$ cat config.mk
export PLATFORM = sky130hd
export DESIGN_NAME = sha256_byte_stream_hasher_top
export DESIGN_NICKNAME = d
export VERILOG_FILES = /design/src/rtl/sha_pkg.sv /design/src/rtl/sha_ram.sv /design/src/rtl/sha_core.sv /design/src/rtl/sha256_byte_stream_hasher_top.sv
export SDC_FILE = /design/constraint.sdc
export NUM_CORES = 2
export LEC_CHECK = 0
export BUFFER_PORTS_ARGS = -buffer_cell sky130_fd_sc_hd__buf_2
export CORE_MARGIN = 2
export CORE_UTILIZATION = 45
export DETAILED_ROUTE_END_ITERATION = 6
export SYNTH_ARGS = -nofsm -noshare
export SYNTH_HDL_FRONTEND = slang
export SYNTH_SLANG_ARGS = --single-unit
$ cat constraint.sdc
create_clock -name clk -period 31 [get_ports clk]
set_input_delay 3.1 -clock clk [delete_from_list [all_inputs] [get_ports clk]]
set_output_delay 3.1 -clock clk [all_outputs]
set_load 0.1 [all_outputs]
$ cat src/rtl/sha_pkg.sv
// SHA-256 hasher package: constants, types and round functions.
`timescale 1ns / 1ps
package sha_pkg;

    localparam int BufDepth   = 16;
    localparam int BufAw      = 4;
    localparam int ChainDepth = 8;
    localparam int ChainAw    = 3;

    typedef enum logic [3:0] {
        ST_IDLE,
        ST_PAD,
        ST_LEN,
        ST_CLOAD,
        ST_CWAIT,
        ST_ROUND,
        ST_UPDATE,
        ST_EMIT
    } sha_state_t;

    // what follows a block once it has been compressed
    typedef enum logic [1:0] {
        NEXT_INPUT,
        NEXT_PAD,
        NEXT_DIGEST
    } next_step_t;

    function automatic logic [31:0] round_k(input logic [5:0] t);
        logic [31:0] k [64];
        k = '{
            32'h428a2f98, 32'h71374491, 32'hb5c0fbcf, 32'he9b5dba5,
            32'h3956c25b, 32'h59f111f1, 32'h923f82a4, 32'hab1c5ed5,
            32'hd807aa98, 32'h12835b01, 32'h243185be, 32'h550c7dc3,
            32'h72be5d74, 32'h80deb1fe, 32'h9bdc06a7, 32'hc19bf174,
            32'he49b69c1, 32'hefbe4786, 32'h0fc19dc6, 32'h240ca1cc,
            32'h2de92c6f, 32'h4a7484aa, 32'h5cb0a9dc, 32'h76f988da,
            32'h983e5152, 32'ha831c66d, 32'hb00327c8, 32'hbf597fc7,
            32'hc6e00bf3, 32'hd5a79147, 32'h06ca6351, 32'h14292967,
            32'h27b70a85, 32'h2e1b2138, 32'h4d2c6dfc, 32'h53380d13,
            32'h650a7354, 32'h766a0abb, 32'h81c2c92e, 32'h92722c85,
            32'ha2bfe8a1, 32'ha81a664b, 32'hc24b8b70, 32'hc76c51a3,
            32'hd192e819, 32'hd6990624, 32'hf40e3585, 32'h106aa070,
            32'h19a4c116, 32'h1e376c08, 32'h2748774c, 32'h34b0bcb5,
            32'h391c0cb3, 32'h4ed8aa4a, 32'h5b9cca4f, 32'h682e6ff3,
            32'h748f82ee, 32'h78a5636f, 32'h84c87814, 32'h8cc70208,
            32'h90befffa, 32'ha4506ceb, 32'hbef9a3f7, 32'hc67178f2};
        return k[t];
    endfunction

    function automatic logic [31:0] init_hash(input logic [2:0] i);
        logic [31:0] h [8];
        h = '{32'h6a09e667, 32'hbb67ae85, 32'h3c6ef372, 32'ha54ff53a,
              32'h510e527f, 32'h9b05688c, 32'h1f83d9ab, 32'h5be0cd19};
        return h[i];
    endfunction

    function automatic logic [31:0] rotr(input logic [31:0] v, input int r);
        return (v >> r) | (v << (32 - r));
    endfunction

endpackage

$ cat src/rtl/sha_ram.sv
// Generic single-port-write, single-port-read RAM with registered read.
`timescale 1ns / 1ps
module sha_ram #(
    parameter int Width = 32,
    parameter int Depth = 16,
    parameter int Aw    = 4
) (
    input  logic             clk,
    input  logic             we,
    input  logic [Aw-1:0]    waddr,
    input  logic [Width-1:0] wdata,
    input  logic [Aw-1:0]    raddr,
    output logic [Width-1:0] rdata
);
    logic [Width-1:0] mem [Depth];

    always_ff @(posedge clk)
    begin
        if (we)
        begin
            mem[waddr] <= wdata;
        end
        rdata <= mem[raddr];
    end
endmodule

$ cat src/rtl/sha_core.sv
// Compression rounds: working variables and 16-word schedule window.
`timescale 1ns / 1ps
module sha_core
    import sha_pkg::*;
(
    input  logic        clk,
    input  logic        load,
    input  logic [2:0]  load_idx,
    input  logic [31:0] load_word,
    input  logic        round_en,
    input  logic [5:0]  round_t,
    input  logic [31:0] msg_word,
    input  logic [2:0]  var_idx,
    output logic [31:0] var_word
);
    logic [31:0] v_reg [8];
    logic [31:0] w_reg [16];
    logic [31:0] wt, s0, s1, t1, t2;

    always_comb
    begin
        s0 = rotr(w_reg[1], 7) ^ rotr(w_reg[1], 18) ^ (w_reg[1] >> 3);
        s1 = rotr(w_reg[14], 17) ^ rotr(w_reg[14], 19) ^ (w_reg[14] >> 10);
        wt = (round_t < 6'd16) ? msg_word : (w_reg[0] + s0 + w_reg[9] + s1);
        t1 = v_reg[7] + (rotr(v_reg[4], 6) ^ rotr(v_reg[4], 11) ^ rotr(v_reg[4], 25))
           + ((v_reg[4] & v_reg[5]) ^ (~v_reg[4] & v_reg[6])) + round_k(round_t) + wt;
        t2 = (rotr(v_reg[0], 2) ^ rotr(v_reg[0], 13) ^ rotr(v_reg[0], 22))
           + ((v_reg[0] & v_reg[1]) ^ (v_reg[0] & v_reg[2]) ^ (v_reg[1] & v_reg[2]));
    end

    assign var_word = v_reg[var_idx];

    always_ff @(posedge clk)
    begin
        if (load)
        begin
            v_reg[load_idx] <= load_word;
        end
        else if (round_en)
        begin
            v_reg[7] <= v_reg[6];
            v_reg[6] <= v_reg[5];
            v_reg[5] <= v_reg[4];
            v_reg[4] <= v_reg[3] + t1;
            v_reg[3] <= v_reg[2];
            v_reg[2] <= v_reg[1];
            v_reg[1] <= v_reg[0];
            v_reg[0] <= t1 + t2;
            // advance the schedule window
            for (int i = 0; i < 15; i++)
            begin
                w_reg[i] <= w_reg[i+1];
            end
            w_reg[15] <= wt;
        end
    end
endmodule

$ cat src/rtl/sha256_byte_stream_hasher_top.sv
// SHA-256 byte-stream hasher top level: buffer, chaining memory and sequencer.
//
//  channel | dir | signals                                  | item
//  in      | in  | in_valid, in_stall, data_byte, last_byte  | one message byte
//  out     | out | out_valid, out_stall, digest_word,        | one digest word
//          |     | word_index, last_word                     |
//
// Bytes are taken one per cycle while the input is not stalled and packed into
// 32-bit words of a 16-word block memory. A full block stalls the input while
// the working variables are loaded from the chaining memory, the 64 rounds run
// on the single round unit and the results are added back. A final byte adds
// padding at one byte per cycle (up to two blocks), then the first digest item
// is offered once its chain entry is read after the last add-back, and one per
// cycle after that while the output is not stalled.
// Reset clears control state and the length; chain values come from the
// initial constants through a valid flag. A stalled output holds its item.
`timescale 1ns / 1ps
module sha256_byte_stream_hasher_top
    import sha_pkg::*;
(
    input  logic        clk,
    input  logic        rst_n,
    input  logic        in_valid,
    output logic        in_stall,
    input  logic [7:0]  data_byte,
    input  logic        last_byte,
    output logic        out_valid,
    input  logic        out_stall,
    output logic [31:0] digest_word,
    output logic [2:0]  word_index,
    output logic        last_word
);
    sha_state_t  state_reg, state_next;
    logic [5:0]  fill_reg;
    logic [63:0] bits_reg;
    logic [23:0] part_reg;
    logic        final_reg;
    logic        chain_ok_reg;   // chain memory holds real values
    logic [6:0]  cnt_reg;
    next_step_t  fill_flag_reg;  // what follows the pending block
    logic        pad_len_reg;
    logic        emit_v_reg;
    logic [2:0]  emit_i_reg;
    logic [31:0] emit_w_reg;
    logic [2:0]  ch_raddr_q;
    logic [31:0] var_word_q;

    logic        accept;
    logic        byte_wr;
    logic        buf_we;
    logic [3:0]  buf_waddr, buf_raddr;
    logic [31:0] buf_wdata, buf_rdata;
    logic        ch_we;
    logic [2:0]  ch_waddr, ch_raddr;
    logic [31:0] ch_wdata, ch_rdata, ch_val;
    logic        core_load, core_round;
    logic [31:0] var_word;
    logic [7:0]  pad_byte;
    logic        out_fire;

    assign accept   = in_valid && !in_stall;
    assign in_stall = (state_reg != ST_IDLE);
    assign out_fire = out_valid && !out_stall;
    assign ch_val   = chain_ok_reg ? ch_rdata : init_hash(ch_raddr_q);

    sha_ram #(.Width(32), .Depth(BufDepth), .Aw(BufAw)) u_buf (
        .clk(clk), .we(buf_we), .waddr(buf_waddr), .wdata(buf_wdata),
        .raddr(buf_raddr), .rdata(buf_rdata));

    sha_ram #(.Width(32), .Depth(ChainDepth), .Aw(ChainAw)) u_chain (
        .clk(clk), .we(ch_we), .waddr(ch_waddr), .wdata(ch_wdata),
        .raddr(ch_raddr), .rdata(ch_rdata));

    sha_core u_core (
        .clk(clk), .load(core_load), .load_idx(cnt_reg[2:0] - 3'd1),
        .load_word(ch_val), .round_en(core_round), .round_t(cnt_reg[5:0]),
        .msg_word(buf_rdata), .var_idx(cnt_reg[2:0]), .var_word(var_word));

    // byte written this cycle: input, padding marker/zero, or length
    always_comb
    begin
        pad_byte = 8'h00;
        case (state_reg)
            ST_IDLE: pad_byte = data_byte;
            ST_PAD:  pad_byte = final_reg ? 8'h00 : 8'h80;
            ST_LEN:  pad_byte = bits_reg[63 - 8*fill_reg[2:0] -: 8];
            default: pad_byte = 8'h00;
        endcase
    end

    assign byte_wr   = accept || state_reg == ST_PAD || state_reg == ST_LEN;
    assign buf_we    = byte_wr && fill_reg[1:0] == 2'd3;
    assign buf_waddr = fill_reg[5:2];
    assign buf_wdata = {part_reg, pad_byte};

    // memory read addresses run ahead of use, as both memories register their read
    always_comb
    begin
        buf_raddr = 4'd0;
        ch_raddr  = 3'd0;
        if (state_reg == ST_ROUND)
        begin
            buf_raddr = cnt_reg[3:0] + 4'd1;
        end
        if (state_reg == ST_CLOAD || state_reg == ST_UPDATE)
        begin
            ch_raddr = cnt_reg[2:0];
        end
        else if (state_reg == ST_EMIT)
        begin
            // keep the word after the held item ready, or the one after that
            // when the held item leaves this cycle
            ch_raddr = emit_v_reg ? (emit_i_reg + 3'd1 + {2'd0, out_fire})
                                  : cnt_reg[2:0];
        end
    end

    assign core_load  = (state_reg == ST_CLOAD && cnt_reg != 7'd0)
                     || (state_reg == ST_CWAIT);
    assign core_round = (state_reg == ST_ROUND);

    // chain update: previous cycle read entry i, write back sum
    assign ch_we    = (state_reg == ST_UPDATE && cnt_reg != 7'd0);
    assign ch_waddr = cnt_reg[2:0] - 3'd1;
    assign ch_wdata = ch_val + var_word_q;

    always_ff @(posedge clk)
    begin
        ch_raddr_q <= ch_raddr;
        var_word_q <= var_word;
    end

    // next state
    always_comb
    begin
        state_next = state_reg;
        case (state_reg)
            ST_IDLE:
            begin
                if (accept && (fill_reg == 6'd63 || last_byte))
                begin
                    state_next = (fill_reg == 6'd63) ? ST_CLOAD : ST_PAD;
                end
            end
            ST_PAD:
            begin
                if (fill_reg == 6'd63)
                begin
                    state_next = ST_CLOAD;
                end
                else if (fill_reg == 6'd55)
                begin
                    state_next = ST_LEN;
                end
            end
            ST_LEN:    state_next = (fill_reg == 6'd63) ? ST_CLOAD : ST_LEN;
            ST_CLOAD:  state_next = (cnt_reg == 7'd7) ? ST_CWAIT : ST_CLOAD;
            ST_CWAIT:  state_next = ST_ROUND;
            ST_ROUND:  state_next = (cnt_reg == 7'd63) ? ST_UPDATE : ST_ROUND;
            ST_UPDATE:
            begin
                if (cnt_reg == 7'd8)
                begin
                    if (fill_flag_reg == NEXT_DIGEST)
                    begin
                        state_next = ST_EMIT;
                    end
                    else if (fill_flag_reg == NEXT_PAD)
                    begin
                        state_next = pad_len_reg ? ST_LEN : ST_PAD;
                    end
                    else
                    begin
                        state_next = ST_IDLE;
                    end
                end
            end
            ST_EMIT:
            begin
                if (out_fire && last_word)
                begin
                    state_next = ST_IDLE;
                end
            end
            default: state_next = ST_IDLE;
        endcase
    end

    assign out_valid   = emit_v_reg;
    assign digest_word = emit_w_reg;
    assign word_index  = emit_i_reg;
    assign last_word   = (emit_i_reg == 3'd7);

    always_ff @(posedge clk or negedge rst_n)
    begin
        if (!rst_n)
        begin
            state_reg     <= ST_IDLE;
            fill_reg      <= 6'd0;
            bits_reg      <= 64'd0;
            part_reg      <= 24'd0;
            final_reg     <= 1'b0;
            chain_ok_reg  <= 1'b0;
            cnt_reg       <= 7'd0;
            fill_flag_reg <= NEXT_INPUT;
            pad_len_reg   <= 1'b0;
            emit_v_reg    <= 1'b0;
            emit_i_reg    <= 3'd0;
            emit_w_reg    <= 32'd0;
        end
        else
        begin
            state_reg <= state_next;
            if (byte_wr)
            begin
                part_reg <= {part_reg[15:0], pad_byte};
                fill_reg <= fill_reg + 6'd1;
            end
            if (accept)
            begin
                bits_reg <= bits_reg + 64'd8;
            end
            if (state_reg == ST_PAD)
            begin
                final_reg <= 1'b1;   // marker written, only zero padding follows before the length
            end
            // work out what follows the pending block
            if (state_next == ST_CLOAD && state_reg != ST_CLOAD)
            begin
                if (state_reg == ST_LEN)
                begin
                    fill_flag_reg <= NEXT_DIGEST;
                end
                else if (state_reg == ST_PAD)
                begin
                    fill_flag_reg <= NEXT_PAD;
                    pad_len_reg   <= 1'b0;
                end
                else
                begin
                    fill_flag_reg <= last_byte ? NEXT_PAD : NEXT_INPUT;
                    pad_len_reg   <= 1'b0;
                end
            end
            if (state_reg != state_next)
            begin
                cnt_reg <= 7'd0;
            end
            else
            begin
                cnt_reg <= cnt_reg + 7'd1;
            end
            if (state_reg == ST_UPDATE && cnt_reg == 7'd8)
            begin
                chain_ok_reg <= 1'b1;
            end
            // digest emit: read chain entry, hold it until taken
            if (state_reg == ST_EMIT)
            begin
                if (!emit_v_reg && cnt_reg == 7'd1)
                begin
                    emit_v_reg <= 1'b1;
                    emit_w_reg <= ch_rdata;
                    emit_i_reg <= 3'd0;
                end
                else if (out_fire)
                begin
                    if (last_word)
                    begin
                        emit_v_reg   <= 1'b0;
                        chain_ok_reg <= 1'b0;
                        fill_reg     <= 6'd0;
                        bits_reg     <= 64'd0;
                        final_reg    <= 1'b0;
                    end
                    else
                    begin
                        emit_i_reg <= emit_i_reg + 3'd1;
                        emit_w_reg <= ch_rdata;
                    end
                end
            end
        end
    end

    // a final byte that fills a block still needs a padding block
    // (handled by fill_flag NEXT_PAD with the marker pass in ST_PAD)

    property p_stall_busy;
        @(posedge clk) disable iff (!rst_n)
        (state_reg == ST_ROUND) |-> in_stall;
    endproperty
    assert property (p_stall_busy) else $error("input taken during rounds");

    property p_out_only_emit;
        @(posedge clk) disable iff (!rst_n)
        out_valid |-> (state_reg == ST_EMIT);
    endproperty
    assert property (p_out_only_emit) else $error("digest outside emit");

    property p_idx_step;
        @(posedge clk) disable iff (!rst_n)
        (out_fire && !last_word) |=> (word_index == $past(word_index) + 3'd1);
    endproperty
    assert property (p_idx_step) else $error("word index skipped");
endmodule
==> summary.md <==
| Metric | Value |
|---|---|
| Status | `completed` |
| Leak Pwr | `34.4 nW` |
| Drt pass-1 iters | `6` |
| Drt via density | `5.67` |
| Placer Congestion | `0.934` |
| # resized after CTS | `0` |
| GRT overflow | `0` |
| Initial Utilization | `0.452` |
| Sink Count | `1777` |
| WL/cell | `25.3 um` |
| Ys flop type | `edfxtp_1` |
| Die height | `438 um` |
| Worst path max stage delay | `0.87 ns` |
| DP Wirelength | `154000 um` |
| Layout Area Growth over Synthesis | `11.3%` |
| Crit end category | `flop` |
| Core area | `0.187 mm2` |
| Clk slew on worst S/H paths | `0.06 ns` |
| Total Routed Length | `229000 um` |
| Synth Instances | `6406` |
| Maximum vdd drop | `63.2 uV` |
| Reg2Reg Depth | `36` |
| Total number of vias | `51363` |
| Setup slack, reg-to-reg | `19.21 ns` |
| Crit-path most repeated cell | `inv_1` |
| EDFF count, synth | `1536` |
| Reg2reg start | `cnt_reg[1]$_DFF_PN0_` |
| Top-count cell post-synth | `edfxtp_1` |
| CTS tree | `built` |
| Register area share after synthesis | `0.610` |
| Vias in the first global route | `50362` |
| Post-synth top area share | `0.545` |
| Finished Core Util | `0.503` |
| Worst slew margin | `0.209` |
| Fin crit period | `11.79 ns` |
| CTS root buf | `clkbuf_16` |
| Delay-heaviest family, CP | `compound AO/OA/AOI/OAI gates` |
| Top-Level Pins | `51` |
| Htree depth | `4` |
| Final Max Slew Viols | `0` |
| # nets final | `6787` |
| Biggest area consumer among synthesized cells | `edfxtp_1` |
| Final hold violations | `0` |
| Initial antenna violation count | `6` |
| Synthesized net count | `6798` |
| Clock skew | `0.0619 ns` |
| CP required | `31.55 ns` |
| Worst R2R End | `u_core.v_reg[0][29]$_DFFE_PP_` |
| Max_cap viols | `0` |
| Gr usage total | `0.238` |
| Setup Total Neg Slack | `0 ns` |
| Worst Hold Class | `flop to flop` |
| Clk_lat worst skew | `0.86 ns` |
| Setup bufs post-CTS | `0` |
| CP arrival | `12.34 ns` |
| Antenna Nets Post-Route | `0` |
| Die area | `0.192 mm2` |
| Most common library cells after synthesis | `edfxtp_1 (1536), nand2_1 (847), inv_1 (338)` |
| Ratio of final minimum period to clock period | `0.380` |
| Yosys Warn Count | `0` |
| Slowest CP cell | `dfrtp_4` |
| Largest net degree at the start of global routing | `207` |
| Pwr dens | `72.7 mW/mm2` |
| Initial drt markers | `5151` |
| Ant. Diodes | `0` |
| WP depth | `36` |
| First-pass GRT wire length | `338000 um` |
| Layout cells sized above 1 | `0.124` |
| Worst setup endpoint | `u_core.v_reg[0][29]$_DFFE_PP_` |
| Critical setup path kind | `flop to flop` |
| Hold_buf cts | `0` |
| DRC Markers | `0` |
| Cell row count | `159` |
| Syn_area_per_cell | `13.2 um2` |
| Setup crit start | `cnt_reg[1]$_DFF_PN0_` |
| Unique masters post-synth | `93` |
| Slew of the pin with the lowest slew margin | `1.19 ns` |
| Ys async rst share | `0.0799` |
| Fmax | `84.8 MHz` |
| Yosys reg bits | `1777` |
| Area of placed instances | `0.0878 mm2` |
| FILL cells | `16179` |
| Fin area | `0.0942 mm2` |
| # port buffers | `50` |
| Num CTS Buffers | `190` |
| CP Max Fanout | `39` |
| Worst Setup Start Kind | `flop` |
| Die width | `438 um` |
| Unrepaired setup endpoints after global routing | `false` |
| Top cells by area, synth | `edfxtp_1 (54%), mux4_2 (4.8%), fa_1 (4.4%), dfrtp_1 (4.2%), nand2_1 (3.8%)` |
| Netlist Area Pre-Place | `0.0847 mm2` |
| Final Setup Violations | `0` |
| CTS Buffer Depth | `3` |
| Critical path buffers and inverters | `7` |
where the power goes:
part	internal (mW)	switching, mW
clock	1.31	0.982
combinational	0.733	1.09
sequential	2.67	0.0624
logic make-up (layout without fill, tap and decap cells):
| kind of cell | after synthesis | in the layout | synth area share |
|---|---|---|---|
| adders and majority gates | 397 | 397 | 0.0748 |
| muxes | 398 | 398 | 0.0757 |
| DFF | 1777 | 1777 | 0.610 |
| xor gates and xnor gates | 451 | 451 | 0.0469 |
| other | 1 | 1 | 0.0000443 |
| AOI/OAI and AO/OA | 992 | 992 | 0.0738 |
| and+or+nand+nor | 1709 | 1709 | 0.0881 |
| buffers and inverters | 681 | 838 | 0.0306 |
per-stage QoR:
step | cells | power (mW) | worst slack [ns] | hold WS [ns]
floorplan | 6406 | 4.12 | 13.90 | 0.400
global placement | 8698 | 4.55 | 19.47 | 0.400
detailed placement | 8698 | 4.57 | 19.39 | 0.405
CTS | 9058 | 6.88 | 19.36 | 0.397
global route | 9058 | 7.20 | 18.64 | 0.398
finish | 9058 | 6.85 | 19.21 | 0.405
routing by layer:
layer | part of all wire | vias up | track usage | routed length [um]
li1 | - | 23074 | - | -
met1 | 0.45 | 26336 | 0.349 | 103000
met2 | 0.46 | 1643 | 0.371 | 106000
met3 | 0.060 | 310 | 0.0370 | 13600
met4 | 0.024 | 0 | 0.0619 | 5600
met5 | 0 | - | 0 | 0
cells in the final DEF (no fill, tap or decap), types with 24 or more instances in the layout:
cell	netlist	routed
a21o_1	119	119
a21oi_1	212	212
a31oi_1	33	33
and3_1	25	25
buf_2	10	49
buf_4	0	84
clkbuf_1	277	41
clkbuf_16	0	191
clkinv_1	2	30
clkinv_2	0	36
dfrtp_1	142	136
dfxtp_1	99	99
edfxtp_1	1536	1536
fa_1	188	188
ha_1	191	190
inv_1	338	335
mux2_2	112	112
mux2i_1	103	103
mux4_2	182	182
nand2_1	847	844
nand2b_1	46	46
nand3_1	287	287
nand4_1	24	24
nor2_1	336	314
nor2_4	2	25
nor2b_1	25	25
nor3_1	45	39
o21a_1	101	101
o21ai_0	311	302
o21bai_1	26	26
xnor2_1	266	266
xor2_1	183	183
worst reg2reg max path, delay by kind of cell, from the launching register on:
kind / cells / cell delay (ns)
adders and majority gates: 8 / 3.75
buffers and inverters: 7 / 1.22
DFF: 1 / 0.87
AOI/OAI and AO/OA: 15 / 4.08
and+or+nand+nor: 4 / 1.17
xor gates and xnor gates: 2 / 0.42
layout make-up:
class,instances,area (um2),area share
clock buffers,248,5150,0.0547
clock inverters,112,1270,0.0134
inverters,341,1290,0.0137
multi-input cells,3948,30800,0.327
flip-flops and latches,1777,51700,0.548
well taps,2495,3120,0.0331
repair buffers,137,947,0.0101
worst min-delay path by stage:
stage / start / end / depth (start not counted)
2_1_floorplan: u_core.w_reg[0][132]$_DFFE_PP_ / u_core.w_reg[0][100]$_DFFE_PP_ / 0
3_3_place_gp: u_core.w_reg[1][255]$_DFFE_PP_ / u_core.w_reg[1][223]$_DFFE_PP_ / 0
3_5_place_dp: u_core.w_reg[0][150]$_DFFE_PP_ / u_core.w_reg[0][118]$_DFFE_PP_ / 0
4_1_cts: u_core.w_reg[1][225]$_DFFE_PP_ / u_core.w_reg[1][193]$_DFFE_PP_ / 0
5_1_grt: u_core.w_reg[1][225]$_DFFE_PP_ / u_core.w_reg[1][193]$_DFFE_PP_ / 0
6_report: u_core.w_reg[1][225]$_DFFE_PP_ / u_core.w_reg[1][193]$_DFFE_PP_ / 0
(Power assumes the default switching activity.)
